[config.mk]
export PLATFORM = sky130hd
export DESIGN_NAME = gray_quantize_bit_packer_flat
export DESIGN_NICKNAME = d
export VERILOG_FILES = /design/src/rtl/core/gqbp_pkg.sv /design/src/rtl/core/gqbp_pix_if.sv /design/src/rtl/core/gqbp_byte_if.sv /design/src/rtl/core/gqbp_cfg_if.sv /design/src/rtl/core/gqbp_out_fifo.sv /design/src/rtl/core/gray_quantize_bit_packer.sv /design/src/flat_wrapper.sv
export SDC_FILE = /design/constraint.sdc
export NUM_CORES = 1
export LEC_CHECK = 0
export BUFFER_PORTS_ARGS = -buffer_cell sky130_fd_sc_hd__buf_2
export CORE_ASPECT_RATIO = 1.5
export CORE_MARGIN = 4
export CORE_UTILIZATION = 55
export CTS_BUF_LIST = sky130_fd_sc_hd__clkbuf_4 sky130_fd_sc_hd__clkbuf_8 sky130_fd_sc_hd__clkbuf_16
export CTS_CLUSTER_SIZE = 40
export DETAILED_ROUTE_END_ITERATION = 7
export GPL_TIMING_DRIVEN = 0
export PLACE_DENSITY = 0.85
export SLEW_MARGIN = 20
export SYNTH_ARGS = -nofsm -noshare
export SYNTH_HDL_FRONTEND = slang
export SYNTH_SLANG_ARGS = --single-unit
[constraint.sdc]
create_clock -name clk_i -period 17.3 [get_ports clk_i]
set_input_delay 3.46 -clock clk_i [delete_from_list [all_inputs] [get_ports clk_i]]
set_output_delay 3.46 -clock clk_i [all_outputs]
set_load 0.1 [all_outputs]
[src/rtl/core/gqbp_pkg.sv]
// Package: shared types, constants and a helper function of the gray quantize bit packer.
`default_nettype none
package gqbp_pkg;

  localparam logic [7:0] MaxLevelRst = 8'd255;
  localparam logic [3:0] ByteBits    = 4'd8;
  localparam int unsigned FifoDepth  = 4;
  localparam int unsigned FifoIdxW   = $clog2(FifoDepth);
  localparam int unsigned FifoCntW   = $clog2(FifoDepth + 1);

  // One packed output word.
  typedef struct packed {
    logic [7:0] data;
    logic       last;
  } gqbp_word_t;

  // Up to two words written into the output queue in one cycle.
  typedef struct packed {
    logic [1:0] cnt;
    gqbp_word_t w0;
    gqbp_word_t w1;
  } gqbp_push_t;

  // Fill level of the output queue.
  typedef struct packed {
    logic [FifoCntW-1:0] count;
  } gqbp_fifo_stat_t;

  // Bit length of the level, with a zero level coded on one bit.
  function automatic logic [3:0] gqbp_code_width(input logic [7:0] lvl);
    logic [3:0] w;
    w = 4'd0;
    for (int i = 0; i < 8; i++) begin
      if (lvl[i]) begin
        w = 4'(i + 1);
      end
    end
    return (w == 4'd0) ? 4'd1 : w;
  endfunction

endpackage
`default_nettype wire

[src/rtl/core/gqbp_pix_if.sv]
// Interface: input pixel channel with valid/ready handshake.
`default_nettype none
interface gqbp_pix_if;
  logic       valid;
  logic       ready;
  logic [7:0] pixel;
  logic       end_of_image;

  modport source (output valid, output pixel, output end_of_image, input ready);
  modport sink   (input valid, input pixel, input end_of_image, output ready);
endinterface
`default_nettype wire

[src/rtl/core/gqbp_byte_if.sv]
// Interface: packed output byte channel with valid/ready handshake.
`default_nettype none
interface gqbp_byte_if;
  logic       valid;
  logic       ready;
  logic [7:0] packed_byte;
  logic       last_byte;

  modport source (output valid, output packed_byte, output last_byte, input ready);
  modport sink   (input valid, input packed_byte, input last_byte, output ready);
endinterface
`default_nettype wire

[src/rtl/core/gqbp_cfg_if.sv]
// Interface: configuration write channel for the max_level register.
`default_nettype none
interface gqbp_cfg_if;
  logic       valid;
  logic       ready;
  logic [7:0] max_level;

  modport source (output valid, output max_level, input ready);
  modport sink   (input valid, input max_level, output ready);
endinterface
`default_nettype wire

[src/rtl/core/gqbp_out_fifo.sv]
// Module: queue that takes up to two words per cycle and gives one if ready_i.
`default_nettype none
module gqbp_out_fifo
  import gqbp_pkg::*;
(
  input  wire logic            clk_i,
  input  wire logic            rst_ni,
  input  wire gqbp_push_t      push_i,
  output gqbp_fifo_stat_t      stat_o,
  output logic                 valid_o,
  input  wire logic            ready_i,
  output gqbp_word_t           word_o
);

  gqbp_word_t            mem_q [FifoDepth];
  logic [FifoIdxW-1:0]   wr_ptr_q, wr_ptr_d;
  logic [FifoIdxW-1:0]   rd_ptr_q, rd_ptr_d;
  logic [FifoCntW-1:0]   count_q, count_d;
  logic                  pop;

  assign valid_o      = (count_q != '0);
  assign word_o       = mem_q[rd_ptr_q];
  assign pop          = valid_o && ready_i;
  assign stat_o.count = count_q;

  always_comb begin
    wr_ptr_d = wr_ptr_q + FifoIdxW'(push_i.cnt);
    rd_ptr_d = rd_ptr_q + FifoIdxW'(pop);
    count_d  = count_q + FifoCntW'(push_i.cnt) - FifoCntW'(pop);
  end

  always_ff @(posedge clk_i) begin
    if (push_i.cnt != 2'd0) begin
      mem_q[wr_ptr_q] <= push_i.w0;
    end
    if (push_i.cnt == 2'd2) begin
      mem_q[wr_ptr_q + FifoIdxW'(1)] <= push_i.w1;
    end
  end

  always_ff @(posedge clk_i or negedge rst_ni) begin
    if (!rst_ni) begin
      wr_ptr_q <= '0;
      rd_ptr_q <= '0;
      count_q  <= '0;
    end else begin
      wr_ptr_q <= wr_ptr_d;
      rd_ptr_q <= rd_ptr_d;
      count_q  <= count_d;
    end
  end

endmodule
`default_nettype wire

[src/rtl/core/gray_quantize_bit_packer.sv]
// Top level: requantizes gray pixels and packs the codes MSB-first into bytes.
// Path: a pixel word is held in the input register, then requantized and packed
//   combinationally and written into the output queue, which feeds byte_o.
// Throughput: one pixel per cycle while the queue holds at most two words; with a ready
//   sink it stalls only once end-of-image pixels that yield two bytes have built a backlog.
// Reset (asynchronous, active low): max_level is 255, the pending byte and both stages empty.
`default_nettype none
module gray_quantize_bit_packer
  import gqbp_pkg::*;
(
  input  wire logic   clk_i,
  input  wire logic   rst_ni,
  gqbp_pix_if.sink    pix_i,
  gqbp_cfg_if.sink    cfg_i,
  gqbp_byte_if.source byte_o
);

  // Configuration register. The user must write it only while the block is idle;
  // the block itself does not enforce this. The channel is always ready.
  logic [7:0] max_level_q;

  assign cfg_i.ready = 1'b1;

  always_ff @(posedge clk_i or negedge rst_ni) begin
    if (!rst_ni) begin
      max_level_q <= MaxLevelRst;
    end else if (cfg_i.valid) begin
      max_level_q <= cfg_i.max_level;
    end
  end

  // Input register. It is loaded whenever it is empty or its word moves on,
  // which keeps one pixel per cycle flowing while the queue has room for two.
  logic       a_valid_q;
  logic [7:0] a_pix_q;
  logic       a_eoi_q;
  logic       advance;
  logic       pix_fire;

  gqbp_fifo_stat_t fifo_stat;

  // The packer may emit two bytes for one pixel, so the word in the input
  // register moves on only when the queue has room for two.
  assign advance     = a_valid_q && (fifo_stat.count <= FifoCntW'(FifoDepth - 2));
  assign pix_i.ready = !a_valid_q || advance;
  assign pix_fire    = pix_i.valid && pix_i.ready;

  always_ff @(posedge clk_i or negedge rst_ni) begin
    if (!rst_ni) begin
      a_valid_q <= 1'b0;
    end else if (pix_i.ready) begin
      a_valid_q <= pix_i.valid;
    end
  end

  always_ff @(posedge clk_i) begin
    if (pix_fire) begin
      a_pix_q <= pix_i.pixel;
      a_eoi_q <= pix_i.end_of_image;
    end
  end

  // Requantization. floor(p / 255) for a 16-bit product p is computed exactly
  // as (p + (p >> 8) + 1) >> 8, which avoids a divider.
  logic [3:0]  width;
  logic [15:0] prod;
  logic [16:0] qsum;
  logic [7:0]  code;
  logic [7:0]  code_mask;

  always_comb begin
    width     = gqbp_code_width(max_level_q);
    prod      = 16'(a_pix_q) * 16'(max_level_q);
    qsum      = 17'(prod) + 17'(prod[15:8]) + 17'd1;
    code_mask = 8'((9'd1 << width) - 9'd1);
    code      = qsum[15:8] & code_mask;
  end

  // Packing state: the partial byte is left-aligned and free_q counts the
  // unused low positions, always between one and eight.
  logic [7:0] pend_q, pend_d;
  logic [3:0] free_q, free_d;

  logic [15:0] code16;
  logic [3:0]  rem;
  logic [7:0]  done_byte;
  logic        done_vld;
  logic [7:0]  pend_nx;
  logic [3:0]  free_nx;
  gqbp_push_t  push;

  always_comb begin
    code16    = {8'h00, code};
    rem       = width - free_q;
    done_byte = 8'h00;
    done_vld  = 1'b0;
    if (width < free_q) begin
      // The code fits in the partial byte with room to spare.
      pend_nx = pend_q | 8'(code16 << (free_q - width));
      free_nx = free_q - width;
    end else begin
      // The code closes the byte; its low rem bits start the next one.
      done_byte = pend_q | 8'(code16 >> rem[2:0]);
      done_vld  = 1'b1;
      pend_nx   = 8'(code16 << (ByteBits - rem));
      free_nx   = ByteBits - rem;
    end

    push.cnt = 2'd0;
    push.w0  = '{data: done_byte, last: 1'b0};
    push.w1  = '{data: pend_nx, last: 1'b1};
    pend_d   = pend_q;
    free_d   = free_q;

    if (advance) begin
      pend_d   = pend_nx;
      free_d   = free_nx;
      push.cnt = {1'b0, done_vld};
      if (a_eoi_q) begin
        // End of image: flush a partial byte, or mark the closed byte as
        // the last one when nothing is left over.
        if (free_nx < ByteBits) begin
          if (done_vld) begin
            push.cnt = 2'd2;
          end else begin
            push.cnt = 2'd1;
            push.w0  = '{data: pend_nx, last: 1'b1};
          end
        end else begin
          push.w0.last = done_vld;
        end
        pend_d = 8'h00;
        free_d = ByteBits;
      end
    end
  end

  always_ff @(posedge clk_i or negedge rst_ni) begin
    if (!rst_ni) begin
      pend_q <= 8'h00;
      free_q <= ByteBits;
    end else begin
      pend_q <= pend_d;
      free_q <= free_d;
    end
  end

  // Output queue, which also decouples a stalled sink from the input side.
  gqbp_word_t out_word;

  gqbp_out_fifo u_out_fifo (
    .clk_i   (clk_i),
    .rst_ni  (rst_ni),
    .push_i  (push),
    .stat_o  (fifo_stat),
    .valid_o (byte_o.valid),
    .ready_i (byte_o.ready),
    .word_o  (out_word)
  );

  assign byte_o.packed_byte = out_word.data;
  assign byte_o.last_byte   = out_word.last;

  // The free bit count never leaves the range one to eight.
  assert property (@(posedge clk_i) disable iff (!rst_ni)
    (free_q != 4'd0) && (free_q <= ByteBits))
    else $error("free bit count out of range");

  // The queue never overflows.
  assert property (@(posedge clk_i) disable iff (!rst_ni)
    fifo_stat.count <= FifoCntW'(FifoDepth))
    else $error("output queue overflow");

  // After the final pixel of an image the packer starts on an empty byte.
  assert property (@(posedge clk_i) disable iff (!rst_ni)
    (advance && a_eoi_q) |=> ((free_q == ByteBits) && (pend_q == 8'h00)))
    else $error("packer not emptied at end of image");

  // A pixel that closes a byte always queues at least one word.
  assert property (@(posedge clk_i) disable iff (!rst_ni)
    (advance && done_vld) |-> (push.cnt != 2'd0))
    else $error("closed byte dropped");

endmodule
`default_nettype wire

[src/flat_wrapper.sv]
// flat-port wrapper written by rule: the top's interface ports become plain ports
module gray_quantize_bit_packer_flat import gqbp_pkg::*;
  (clk_i, rst_ni, pix_i_valid, pix_i_pixel, pix_i_end_of_image, pix_i_ready, cfg_i_valid, cfg_i_max_level, cfg_i_ready, byte_o_valid, byte_o_packed_byte, byte_o_last_byte, byte_o_ready);
  gqbp_pix_if pix_i_i ();
  gqbp_cfg_if cfg_i_i ();
  gqbp_byte_if byte_o_i ();
  input  wire logic clk_i;
  input  wire logic rst_ni;
  input wire logic [$bits(pix_i_i.valid)-1:0] pix_i_valid;
  input wire logic [$bits(pix_i_i.pixel)-1:0] pix_i_pixel;
  input wire logic [$bits(pix_i_i.end_of_image)-1:0] pix_i_end_of_image;
  output wire logic [$bits(pix_i_i.ready)-1:0] pix_i_ready;
  input wire logic [$bits(cfg_i_i.valid)-1:0] cfg_i_valid;
  input wire logic [$bits(cfg_i_i.max_level)-1:0] cfg_i_max_level;
  output wire logic [$bits(cfg_i_i.ready)-1:0] cfg_i_ready;
  output wire logic [$bits(byte_o_i.valid)-1:0] byte_o_valid;
  output wire logic [$bits(byte_o_i.packed_byte)-1:0] byte_o_packed_byte;
  output wire logic [$bits(byte_o_i.last_byte)-1:0] byte_o_last_byte;
  input wire logic [$bits(byte_o_i.ready)-1:0] byte_o_ready;
  assign pix_i_i.valid = pix_i_valid;
  assign pix_i_i.pixel = pix_i_pixel;
  assign pix_i_i.end_of_image = pix_i_end_of_image;
  assign pix_i_ready = pix_i_i.ready;
  assign cfg_i_i.valid = cfg_i_valid;
  assign cfg_i_i.max_level = cfg_i_max_level;
  assign cfg_i_ready = cfg_i_i.ready;
  assign byte_o_valid = byte_o_i.valid;
  assign byte_o_packed_byte = byte_o_i.packed_byte;
  assign byte_o_last_byte = byte_o_i.last_byte;
  assign byte_o_i.ready = byte_o_ready;
  gray_quantize_bit_packer u_core (.clk_i(clk_i), .rst_ni(rst_ni), .pix_i(pix_i_i), .cfg_i(cfg_i_i), .byte_o(byte_o_i));
endmodule
# Word-level counts from Yosys, hierarchy flattened
# Memory sizes are Yosys's and may differ from the RTL's.
# Cells that the tools add are included.
# word_totals
ff_bits	37
mem_bits_rw	36
inputBits	22
output_inout_bits	12
mem_count	1
# op_classes
n_addsub	11
multipliers	1
magnitude_cmp	3
n_eq_ne	1
shift	4
mux	25
bitwise_logic	3
n_reduce_logical	8
# memory_table
memory	depth	word_bits	rd	rd_ports_with_merged_regs	write_ports	line	source
u_core.u_out_fifo.mem_q	4	9	1	0	2	gqbp_out_fifo.sv:15	gqbp_word_t mem_q [FifoDepth];
# ops
operator	count
8-bit two-way mux	3
11-bit two-way mux	2
16-bit by 1-bit adder with 16-bit output, second input constant	1
16-bit by 8-bit adder with 16-bit output	1
8-bit by 8-bit multiplier with 16-bit output	1
4-bit two-way mux	4
8-bit bitwise OR	2
8-bit by 4-bit left shift with 8-bit output	2
3-bit two-way mux	4
10-bit two-way mux	1
9-bit two-way mux	1
8-bit bitwise AND	1
1-bit by 4-bit left shift with 8-bit output, first input constant	1
8-bit by 3-bit >> shifter with 8-bit output	1
4-bit subtractor	2
8-bit by 1-bit subtractor with 8-bit output, second input constant	1
1-bit two-way mux	7
2-bit two-way mux	3
4-bit zero test	1
4-bit < comparator	1
4-bit < comparator, second input constant	1
4-bit subtractor, first input constant	1
3-bit by 2-bit adder with 3-bit output	1
3-bit by 2-bit <= comparator with 1-bit output, second input constant	1
other kinds (10)	12

# Longest topological paths before layout
# Gate-level depths: netlist (run 1).
# logic_depth
depth_word	23
ltp_mapped	30
depth_no_buf	28

# Cells and area by module
# Synthesis (run 1) repeated with hierarchy kept, for this count alone.
# unflattened
cells_unflattened	765
hier_area_um2	7494.7
# by_module_without_submodules
mod	n_inst	cells_each	area_each_um2
gray_quantize_bit_packer	1	637	5278.8
gqbp_out_fifo	1	128	2215.9

# Worst setup path after synthesis (run 1)
# OpenSTA, ideal clock, no wires.
# synth_timing
path_type	reg2reg
startpoint	reg u_core.max_level_q[7]
endpoint	mem u_core.u_out_fifo.mem_q[2][1] in the netlist's numbering, data pin
setup_time_ns	0.257
arrival_ns	7.886
t_required_ns	17.043
setup_slack_ns	9.158
path_stages_with_launch	30
path_buffers	2
path_cell_list	dfstp_2 > clkbuf_1 > clkbuf_1 > nand2_1 > fa_1 > fa_1 > inv_1 > fa_1 > inv_1 > fa_1 > inv_1 > ha_1 > and3_1 > a211o_1 > and3_4 > o41ai_4 > xor2_2 > inv_2 > ha_1 > a2111oi_0 > mux2i_1 > nand2_1 > nor3b_1 > a211oi_2 > nor3_2 > xor2_1 > a31oi_4 > mux2i_1 > a2111o_1 > a32o_1
# synth_lines
element	line	source
from (decl)	gray_quantize_bit_packer.sv:20	logic [7:0] max_level_q;
from (signal assigned)	gray_quantize_bit_packer.sv:26	max_level_q <= MaxLevelRst;
from (signal assigned)	gray_quantize_bit_packer.sv:28	max_level_q <= cfg_i.max_level;
to (decl)	gqbp_out_fifo.sv:15	

==> out/results.ini, run 1 <==
[status]
status = completed

[setup_path]
rrSetupSlack_ns = 7.79
crit_start = u_core.max_level_q[7]$_DFFE_PN1P_
crit_required_ns = 17.40
timing.critical_path.to = u_core.u_out_fifo.mem_q[2][1]$_DFFE_PP_
start_kind = register
cp.arrival_ns = 9.61
r2r-end = u_core.u_out_fifo.mem_q[2][1]$_DFFE_PP_
crit_type = reg -> reg
cpMostUsedCell = fa_1
crit_fanout = 10
ff2ff_path_depth = 28
endpoint_kind = register
slowest_stage = nor4_1
r2r-start = u_core.max_level_q[7]$_DFFE_PN1P_
max_stage_delay_ns = 0.60

[route]
drc_errors = 0
firstDrtPassIters = 8
avgViaCountPerCell = 6.30
ant_nets = 0
via_count = 6282
drt-wirelength-per-cell_um = 19.0
wl_um = 18900
drt_iter0_markers = 438

[floorplan]
die_x_um = 103
coreArea_um2 = 13100
dieHeight_um = 150
io_pins = 34
initial_core_util_pct = 56.5
rows = 51
die_area_um2 = 15400

[global_route]
grt_pass1_vias = 6382
gr-usage-all-layers_pct = 25.7
grt_pass1_wl_um = 30800
antenna_found_initial = 0
gr-total-overflow = 0
grt_max_degree = 29

[timing]
relSlewSlack_pct = 47.2
hold_viol_final = 0
setup_viol = 0
rsz0062_at_grt = false
worstMarginPinSlew_ns = 0.770
finalSetupTns_ns = 0
min_period_over_period_pct = 55.0
fmax_mhz = 105
slew_violations = 0
finClkSkew_ns = 0.0130
period_needed_ns = 9.51

[clock_network]
cts_resized = 0
cts_sinks = 73
cts_tree = yes
clk_pin_slew_ns = 0.07
h-tree-depth = 3
insertion_delay_ns = 0.35
postCtsSetupBuffers = 0
numCtsBuffers = 9
cts_root_buf = clkbuf_16
cts_hold_buf = 0
clk_path_buf_depth = 2

[yosys]
ys_types = 86
syn_area_um2 = 7390
ys.flop_type = edfxtp_1
ys_ff_latch = 73
syn_avg_cell_area_um2 = 9.36
ys_warn_count = 0
async_reset_ff_share_pct = 38.4
synth_edf_count = 41
netlist_instances = 790
synth_seq_area_share_pct = 27.4

[run]
max_cap_viol_count = 0

[final_layout]
layout-drive-gt1-share_pct = 12.4
fillCellCount = 1019
layout_common_cells = inv_1, nand2_1, and2_1
final_common_cell = inv_1
fin_util_pct = 61.5
finalNetCount = 951
syn_to_final_growth_pct = 8.85
diodes = 0

[worst_hold_path]
min_delay_path_depth = 1
min_path_type = reg -> reg

[placed_design]
place_congestion = 0.995
place_hpwl_um = 14900
portBuffers = 31

==> layer usage <==
metal	share of wire (%)	vias to the layer above	wire, µm	GRT usage, %
met3	4.4	94	836	3.92
li1	-	2923	-	-
met2	56	257	10600	48.5
met4	5.6	0	1070	15.8
met5	0	-	0	0
met1	34	3008	6420	25.2
==> critical path, delay by kind of cell (launching register included) <==
kind / cells / cell delay (ns)
DFF: 1 / 0.55
buffers and inverters: 6 / 1.13
adders and majority gates: 6 / 2.87
xor gates and xnor gates: 1 / 0.40
muxes: 3 / 0.86
AOI/OAI and AO/OA: 7 / 2.00
and+or+nand+nor: 5 / 1.42
==> cell usage after synthesis, types with 5 or more instances <==
cell type	number	area, µm²
mux4_2	9	203
or3_1	8	50.1
a32o_1	5	50.1
nor2_1	53	199
dfstp_2	9	236
xor2_1	9	78.8
o2bb2ai_1	6	52.6
xnor2_1	20	175
mux2_2	8	90.1
nand2_1	63	236
a21oi_1	28	140
o21a_1	5	37.5
a21o_1	14	105
o21ai_0	22	110
mux2i_1	9	90.1
o211ai_1	5	37.5
o31ai_1	5	37.5
ha_1	57	713
fa_1	39	781
dfrtp_1	19	475
inv_1	82	308
edfxtp_1	41	1230
nand2b_1	9	56.3
clkbuf_1	27	101
a31oi_1	9	56.3
nor3_1	15	75.1
nand3_1	19	95.1
or2_2	5	31.3
and2_1	60	375
o22ai_1	28	175
o21ai_1	7	35.0
==> how the worst min path moves through the flow <==
stage                     slack (ns)                                        from                                    endpoint
after floorplan                 0.44  u_core.u_out_fifo.mem_q[3][0]$_SDFFE_PP1P_  u_core.u_out_fifo.mem_q[3][0]$_SDFFE_PP1P_
after global placement          0.46  u_core.u_out_fifo.mem_q[3][0]$_SDFFE_PP1P_  u_core.u_out_fifo.mem_q[3][0]$_SDFFE_PP1P_
after detailed placement        0.48  u_core.u_out_fifo.mem_q[1][0]$_SDFFE_PP1P_  u_core.u_out_fifo.mem_q[1][0]$_SDFFE_PP1P_
after CTS                       0.49  u_core.u_out_fifo.mem_q[1][0]$_SDFFE_PP1P_  u_core.u_out_fifo.mem_q[1][0]$_SDFFE_PP1P_
after global routing            0.52  u_core.u_out_fifo.mem_q[1][0]$_SDFFE_PP1P_  u_core.u_out_fifo.mem_q[1][0]$_SDFFE_PP1P_
final                           0.49  u_core.u_out_fifo.mem_q[3][0]$_SDFFE_PP1P_  u_core.u_out_fifo.mem_q[3][0]$_SDFFE_PP1P_
==> per-stage QoR <==
stage / cells / worst slack, ns / hold slack (ns) / cell area, µm²
2_1_floorplan: 791 / 9.16 / 0.444 / 7400
3_3_place_gp: 981 / 8.05 / 0.460 / 7750
3_5_place_dp: 981 / 7.92 / 0.477 / 7750
4_1_cts: 997 / 7.86 / 0.492 / 8050
5_1_grt: 997 / 7.23 / 0.522 / 8050
6_report: 997 / 7.79 / 0.492 / 8050
==> layout make-up <==
cell class / instances / area, µm² / share of cell area, %
Multi-Input combinational cell: 604 / 4940 / 61.4
Sequential cell: 73 / 2020 / 25.1
Inverter: 83 / 312 / 3.87
Clock buffer: 10 / 250 / 3.11
Tap cell: 159 / 199 / 2.47
Timing Repair Buffer: 31 / 155 / 1.93
Buffer: 31 / 123 / 1.52
Clock inverter: 6 / 46.3 / 0.575
==> state kept, by name, indices dropped and copies added, names as in the netlist <==
signal                      flops
u_core.u_out_fifo.rd_ptr_q      2
u_core.a_eoi_q                  1
u_core.free_q                   4
u_core.a_valid_q                1
u_core.u_out_fifo.wr_ptr_q      2
u_core.pend_q                   8
u_core.a_pix_q                  8
u_core.max_level_q              8
u_core.u_out_fifo.stat_o        3
u_core.u_out_fifo.mem_q        36
==> cells by family (layout without fill, tap and decap cells) <==
| family | count (synthesis) | in the layout | share of synthesized area (%) |
|---|---|---|---|
| xor gates and xnor gates | 32 | 32 | 4.18 |
| adders and majority gates | 96 | 96 | 20.2 |
| other | 1 | 2 | 0.0507 |
| muxes | 26 | 26 | 5.18 |
| and+or+nand+nor | 262 | 262 | 18.3 |
| DFF | 73 | 73 | 27.4 |
| AOI/OAI and AO/OA | 186 | 186 | 18.8 |
| buffers and inverters | 114 | 161 | 5.87 |
Power of run 1 is not shown: default switching activity piles up to over one toggle a cycle in this logic, so the estimate is an artifact.
==> inputs of run 2 (changes only) <==
clock period = 9.45 ns   (was 17.3 ns; I/O delays follow)
==> run 2 against run 1 <==
Against the previous run:
- the run now ends with DRC left
- cell count fell by 0.30%
- fmax increased by 5.5%
- critical path depth shrank 1
==> out/results.ini, run 2 (synthesized netlist as in run 1, its figures left out) <==
[route]
avgViaCountPerCell = 6.30
via_count = 6261
drt_iter0_markers = 412
wl_um = 18900
firstDrtPassIters = 8
ant_nets = 0
drt-wirelength-per-cell_um = 19.0
drc_errors = 1

[timing]
worstMarginPinSlew_ns = 0.781
slew_violations = 0
min_period_over_period_pct = 95.4
period_needed_ns = 9.01
setup_viol = 0
finClkSkew_ns = 0.0134
relSlewSlack_pct = 47.2
fmax_mhz = 111
hold_viol_final = 0
hold_ws_ns = 0.493

[floorplan]
rows = 51
io_pins = 34
dieHeight_um = 150
die_x_um = 103
die_area_um2 = 15400
initial_core_util_pct = 56.5
coreArea_um2 = 13100

[final_layout]
largest_register_ff_count = 36
diodes = 0
top_register = u_core.u_out_fifo.mem_q
stdcell_count = 994
syn_to_final_growth_pct = 8.99
fillCellCount = 1020
multi_input_area_um2 = 4960
layout-drive-gt1-share_pct = 12.8
register_area_um2 = 2020
final_common_cell = inv_1
layout_common_cells = inv_1, nand2_1, and2_1
finalNetCount = 948

[run]
max_cap_viol_count = 0

[status]
status = finished, violations left
violations = DRC

[clock_network]
cts_tree = yes
cts_root_buf = clkbuf_16
clk_pin_slew_ns = 0.07
clk_path_buf_depth = 2
numCtsBuffers = 9
postCtsSetupBuffers = 0
insertion_delay_ns = 0.35
cts_sinks = 73
cts_hold_buf = 0
h-tree-depth = 3

[worst_hold_path]
min_delay_path_depth = 1
min_path_type = reg -> reg

[setup_path]
endpoint_kind = register
crit_type = reg -> reg
crit_fanout = 11
start_kind = register
cp.arrival_ns = 9.08
ff2ff_path_depth = 27
crit_required_ns = 9.51

[global_route]
grt_pass1_wl_um = 30800
grt_pass1_vias = 6382
antenna_found_initial = 0
gr-total-overflow = 0
gr-usage-all-layers_pct = 25.7
grt_max_degree = 29

[placed_design]
place_congestion = 0.995
place_hpwl_um = 14900
dp.cells = 981
portBuffers = 31

==> run 2: changes by cell type in the layout (fill, tap and decap cells not counted), sizes merged <==
cell	delta
clkbuf	-3
==> run 2: path summary, 6_finish.rpt <==
kind | from | to | slack [ns]
max in group asynchronous | rst_ni | u_core.pend_q[3]$_DFFE_PN0P_ | 7.40
max | u_core.max_level_q[7]$_DFFE_PN1P_ | u_core.u_out_fifo.mem_q[1][8]$_DFFE_PP_ | 0.44
min reg2reg | u_core.u_out_fifo.mem_q[1][0]$_SDFFE_PP1P_ | u_core.u_out_fifo.mem_q[1][0]$_SDFFE_PP1P_ | 0.49
max reg2reg | u_core.max_level_q[7]$_DFFE_PN1P_ | u_core.u_out_fifo.mem_q[1][8]$_DFFE_PP_ | 0.44
min in group asynchronous | rst_ni | u_core.pend_q[4]$_DFFE_PN0P_ | 1.59
min | u_core.u_out_fifo.mem_q[1][0]$_SDFFE_PP1P_ | u_core.u_out_fifo.mem_q[1][0]$_SDFFE_PP1P_ | 0.49
==> run 2: worst max-delay path, stage by stage, from the launching register on <==
cell       delay [ns]
dfstp_2          0.69
clkbuf_2         0.30
nand2_1          0.11
fa_1             0.51
fa_1             0.55
inv_1            0.05
fa_1             0.54
inv_1            0.07
fa_1             0.53
inv_1            0.04
ha_1             0.35
and3_1           0.19
a211o_1          0.40
and3_4           0.24
o41ai_4          0.39
xor2_4           0.30
inv_2            0.10
ha_1             0.37
a2111oi_0        0.12
mux2i_1          0.31
a21oi_1          0.14
o21a_1           0.24
nor4_1           0.59
mux2i_1          0.43
nand3_1          0.22
a221o_1          0.37
a211oi_2         0.37
o22ai_1          0.16
==> run 2: cell type report <==
class / instances / share of cell area, %
multi-input combinational: 604 / 61.6
sequential: 73 / 25.1
inverter: 83 / 3.87
clock buffer: 10 / 3.11
tap: 159 / 2.47
timing repair buffer: 31 / 1.93
buffer: 28 / 1.40
clock inverter: 6 / 0.575
==> run 2: repair_timing <==
item | 4_1_cts | 5_1_grt
endpoints found under the setup margin | 0 | 39
hold endpoints to repair | 0 | 0
gates resized for setup | 0 | 5
==> run 2: stage by stage <==
step	area, µm²	setup TNS, ns	util (%)	setup slack (ns)
6_report	8060	0	61.6	0.436
5_1_grt	8060	-0.000414	61.6	-0.000414
4_1_cts	8050	0	61.5	0.00515
3_5_place_dp	7750	0	59.3	0.0657
3_3_place_gp	7750	0	59.3	0.203
2_1_floorplan	7400	0	-	1.31
==> run 2: metal layers <==
| metal | vias up | wire, µm | GRT usage (%) |
|---|---|---|---|
| li1 | 2916 | - | - |
| met2 | 287 | 10500 | 48.5 |
| met3 | 110 | 891 | 3.92 |
| met1 | 2948 | 6350 | 25.2 |
| met4 | 0 | 1190 | 15.8 |
| met5 | - | 0 | 0 |
Power of run 2 is left out for the same reason.
==> inputs of run 3 (changes only) <==
CORE_UTILIZATION = 30   (was 55)
PLACE_DENSITY = 0.57   (was 0.85)
SYNTH_HIERARCHICAL = 1   (was unset)
==> run 3 against run 2 <==
Against the previous run:
- cell count up 15%
- largest cell class unchanged
- global-route usage down 12 points
- first-iteration DRC count is 24% lower
- the flow now finishes without violations
==> out/results.ini, run 3 <==
[yosys]
ys.flop_type = edfxtp_1
synth_seq_area_share_pct = 27.5
synth_area_leader_cell = edfxtp_1
ys_types = 71
yosysTopAreaCellShare_pct = 18.0
async_reset_ff_share_pct = 38.4
synth_edf_count = 45
synth.most_common_cell = inv_1
synth.area.top_cells = edfxtp_1, fa_1, ha_1
netlist_top_cells_count = inv_1, and2_1, ha_1, nand2_1, edfxtp_1
netlist_instances = 765
ys_ff_latch = 73
syn_avg_cell_area_um2 = 9.80
ys_warn_count = 6
syn_area_um2 = 7490

[setup_path]
cpMostUsedCell = fa_1
endpoint_kind = register
critPathBufInv = 4
crit_fanout = 10
crit_required_ns = 9.53
r2r-start = u_core/max_level_q[6]$_DFFE_PN1P_
start_kind = register
crit_type = reg -> reg
crit_start = u_core/max_level_q[6]$_DFFE_PN1P_
cp.arrival_ns = 8.89
slowest_stage = dfstp_2
max_stage_delay_ns = 0.58
crit_family = adder cells

[floorplan]
die_x_um = 137
rows = 70
coreArea_um2 = 24500
initial_core_util_pct = 30.6
io_pins = 34
die_area_um2 = 27600
dieHeight_um = 202

[clock_network]
clk_pin_slew_ns = 0.06
h-tree-depth = 3
postCtsSetupBuffers = 0
insertion_delay_ns = 0.34
clk_path_buf_depth = 2
cts_sinks = 73
numCtsBuffers = 9
cts_root_buf = clkbuf_16
cts_tree = yes

[final_layout]
finalNetCount = 929
syn_to_final_growth_pct = 13.0
final_common_cell = inv_1
diodes = 0
layout-drive-gt1-share_pct = 17.0
largest_register_ff_count = 36
layout_common_cells = inv_1, and2_1, ha_1
top_register = u_core/u_out_fifo/mem_q

[global_route]
grt_max_degree = 29
gr-usage-all-layers_pct = 14.0
antenna_found_initial = 0
gr-total-overflow = 0
grt_pass1_vias = 6185
grt_pass1_wl_um = 31000

[timing]
rsz0062_at_grt = false
period_needed_ns = 8.80
fmax_mhz = 114
min_period_over_period_pct = 93.2
relSlewSlack_pct = 36.2
finClkSkew_ns = 0.0104
worstMarginPinSlew_ns = 0.952
worst_slack_ns = 0.646
slew_violations = 0
setup_viol = 0
hold_viol_final = 0

[route]
avgViaCountPerCell = 5.11
drt_iter0_markers = 312
drt-wirelength-per-cell_um = 16.4
firstDrtPassIters = 6
via_count = 5834
ant_nets = 0
drc_errors = 0
wl_um = 18800

[placed_design]
dp_worst_setup_slack_ns = -0.219
portBuffers = 31
place_hpwl_um = 15500
place_congestion = 0.920

[run]
max_cap_viol_count = 0

[worst_hold_path]
hold_start = u_core/u_out_fifo/wr_ptr_q[0]$_DFF_PN0_
min_path_type = reg -> reg

[status]
status = completed

-- run 3: cell types whose count changed in the layout (fill, tap and decap cells not counted), sizes merged, moves of 7 or more --
cell,delta
nand2,-11
buf,+7
o22ai,-27
nor2,-13
nand3,-10
mux2,+37
a32oi,+7
-- run 3: through the flow --
stage	TNS (ns)	cells	cell area, µm²	utilization (%)	hold slack, ns
6_report	0	1141	8470	34.5	0.494
5_1_grt	0	1141	8470	34.5	0.516
4_1_cts	0	1142	8450	34.5	0.495
3_5_place_dp	-2.96	1126	8090	33.0	0.481
3_3_place_gp	-1.26	1125	8070	32.9	0.475
2_1_floorplan	0	770	7510	-	0.461
-- run 3: final timing paths --
path	cells after the start	slack, ns	end
setup / recovery	27	0.65	u_core/u_out_fifo/mem_q[0][4]$_DFFE_PP_
hold / removal	1	0.49	u_core/u_out_fifo/wr_ptr_q[0]$_DFF_PN0_
setup reg to reg	27	0.65	u_core/u_out_fifo/mem_q[0][4]$_DFFE_PP_
hold reg to reg	1	0.49	u_core/u_out_fifo/wr_ptr_q[0]$_DFF_PN0_
max in group asynchronous	1	7.38	u_core/u_out_fifo/rd_ptr_q[0]$_DFF_PN0_
min in group asynchronous	1	1.60	u_core/pend_q[5]$_DFFE_PN0P_
-- run 3: repair_timing --
action | 4_1_cts | 5_1_grt
hold buffers | 0 | 0
endpoints found under the hold margin | 0 | 0
endpoints found under the setup margin | 23 | 33
resized for setup | 4 | 4
-- run 3: logic make-up after synthesis --
group                      synth area share (%)
AOI/OAI and AO/OA                          15.8
and+or+nand+nor                            15.3
buffers and inverters                      5.98
muxes                                      11.4
other                                    0.0500
xor gates and xnor gates                   4.21
adders and majority gates                  19.8
DFF                                        27.5
-- run 3: cell type report --
| cell class | instances | area (µm²) |
|---|---|---|
| Clock inverter | 6 | 115 |
| Buffer | 31 | 138 |
| Clock buffer | 10 | 233 |
| Multi-Input combinational cell | 583 | 5040 |
| Fill cell | 2524 | 16100 |
| Tap cell | 324 | 405 |
| Inverter | 82 | 308 |
| Timing Repair Buffer | 32 | 163 |
| Sequential cell | 73 | 2060 |
-- run 3: routing by layer --
metal / wire, µm / share of wire [%] / global-route usage, % / vias up
li1: - / - / - / 2827
met1: 6890 / 37 / 14.4 / 2853
met5: 0 / 0 / 0 / -
met3: 452 / 2.4 / 2.33 / 45
met2: 10700 / 57 / 27.4 / 109
met4: 685 / 3.7 / 5.21 / 0
Power of run 3 is left out for the same reason.
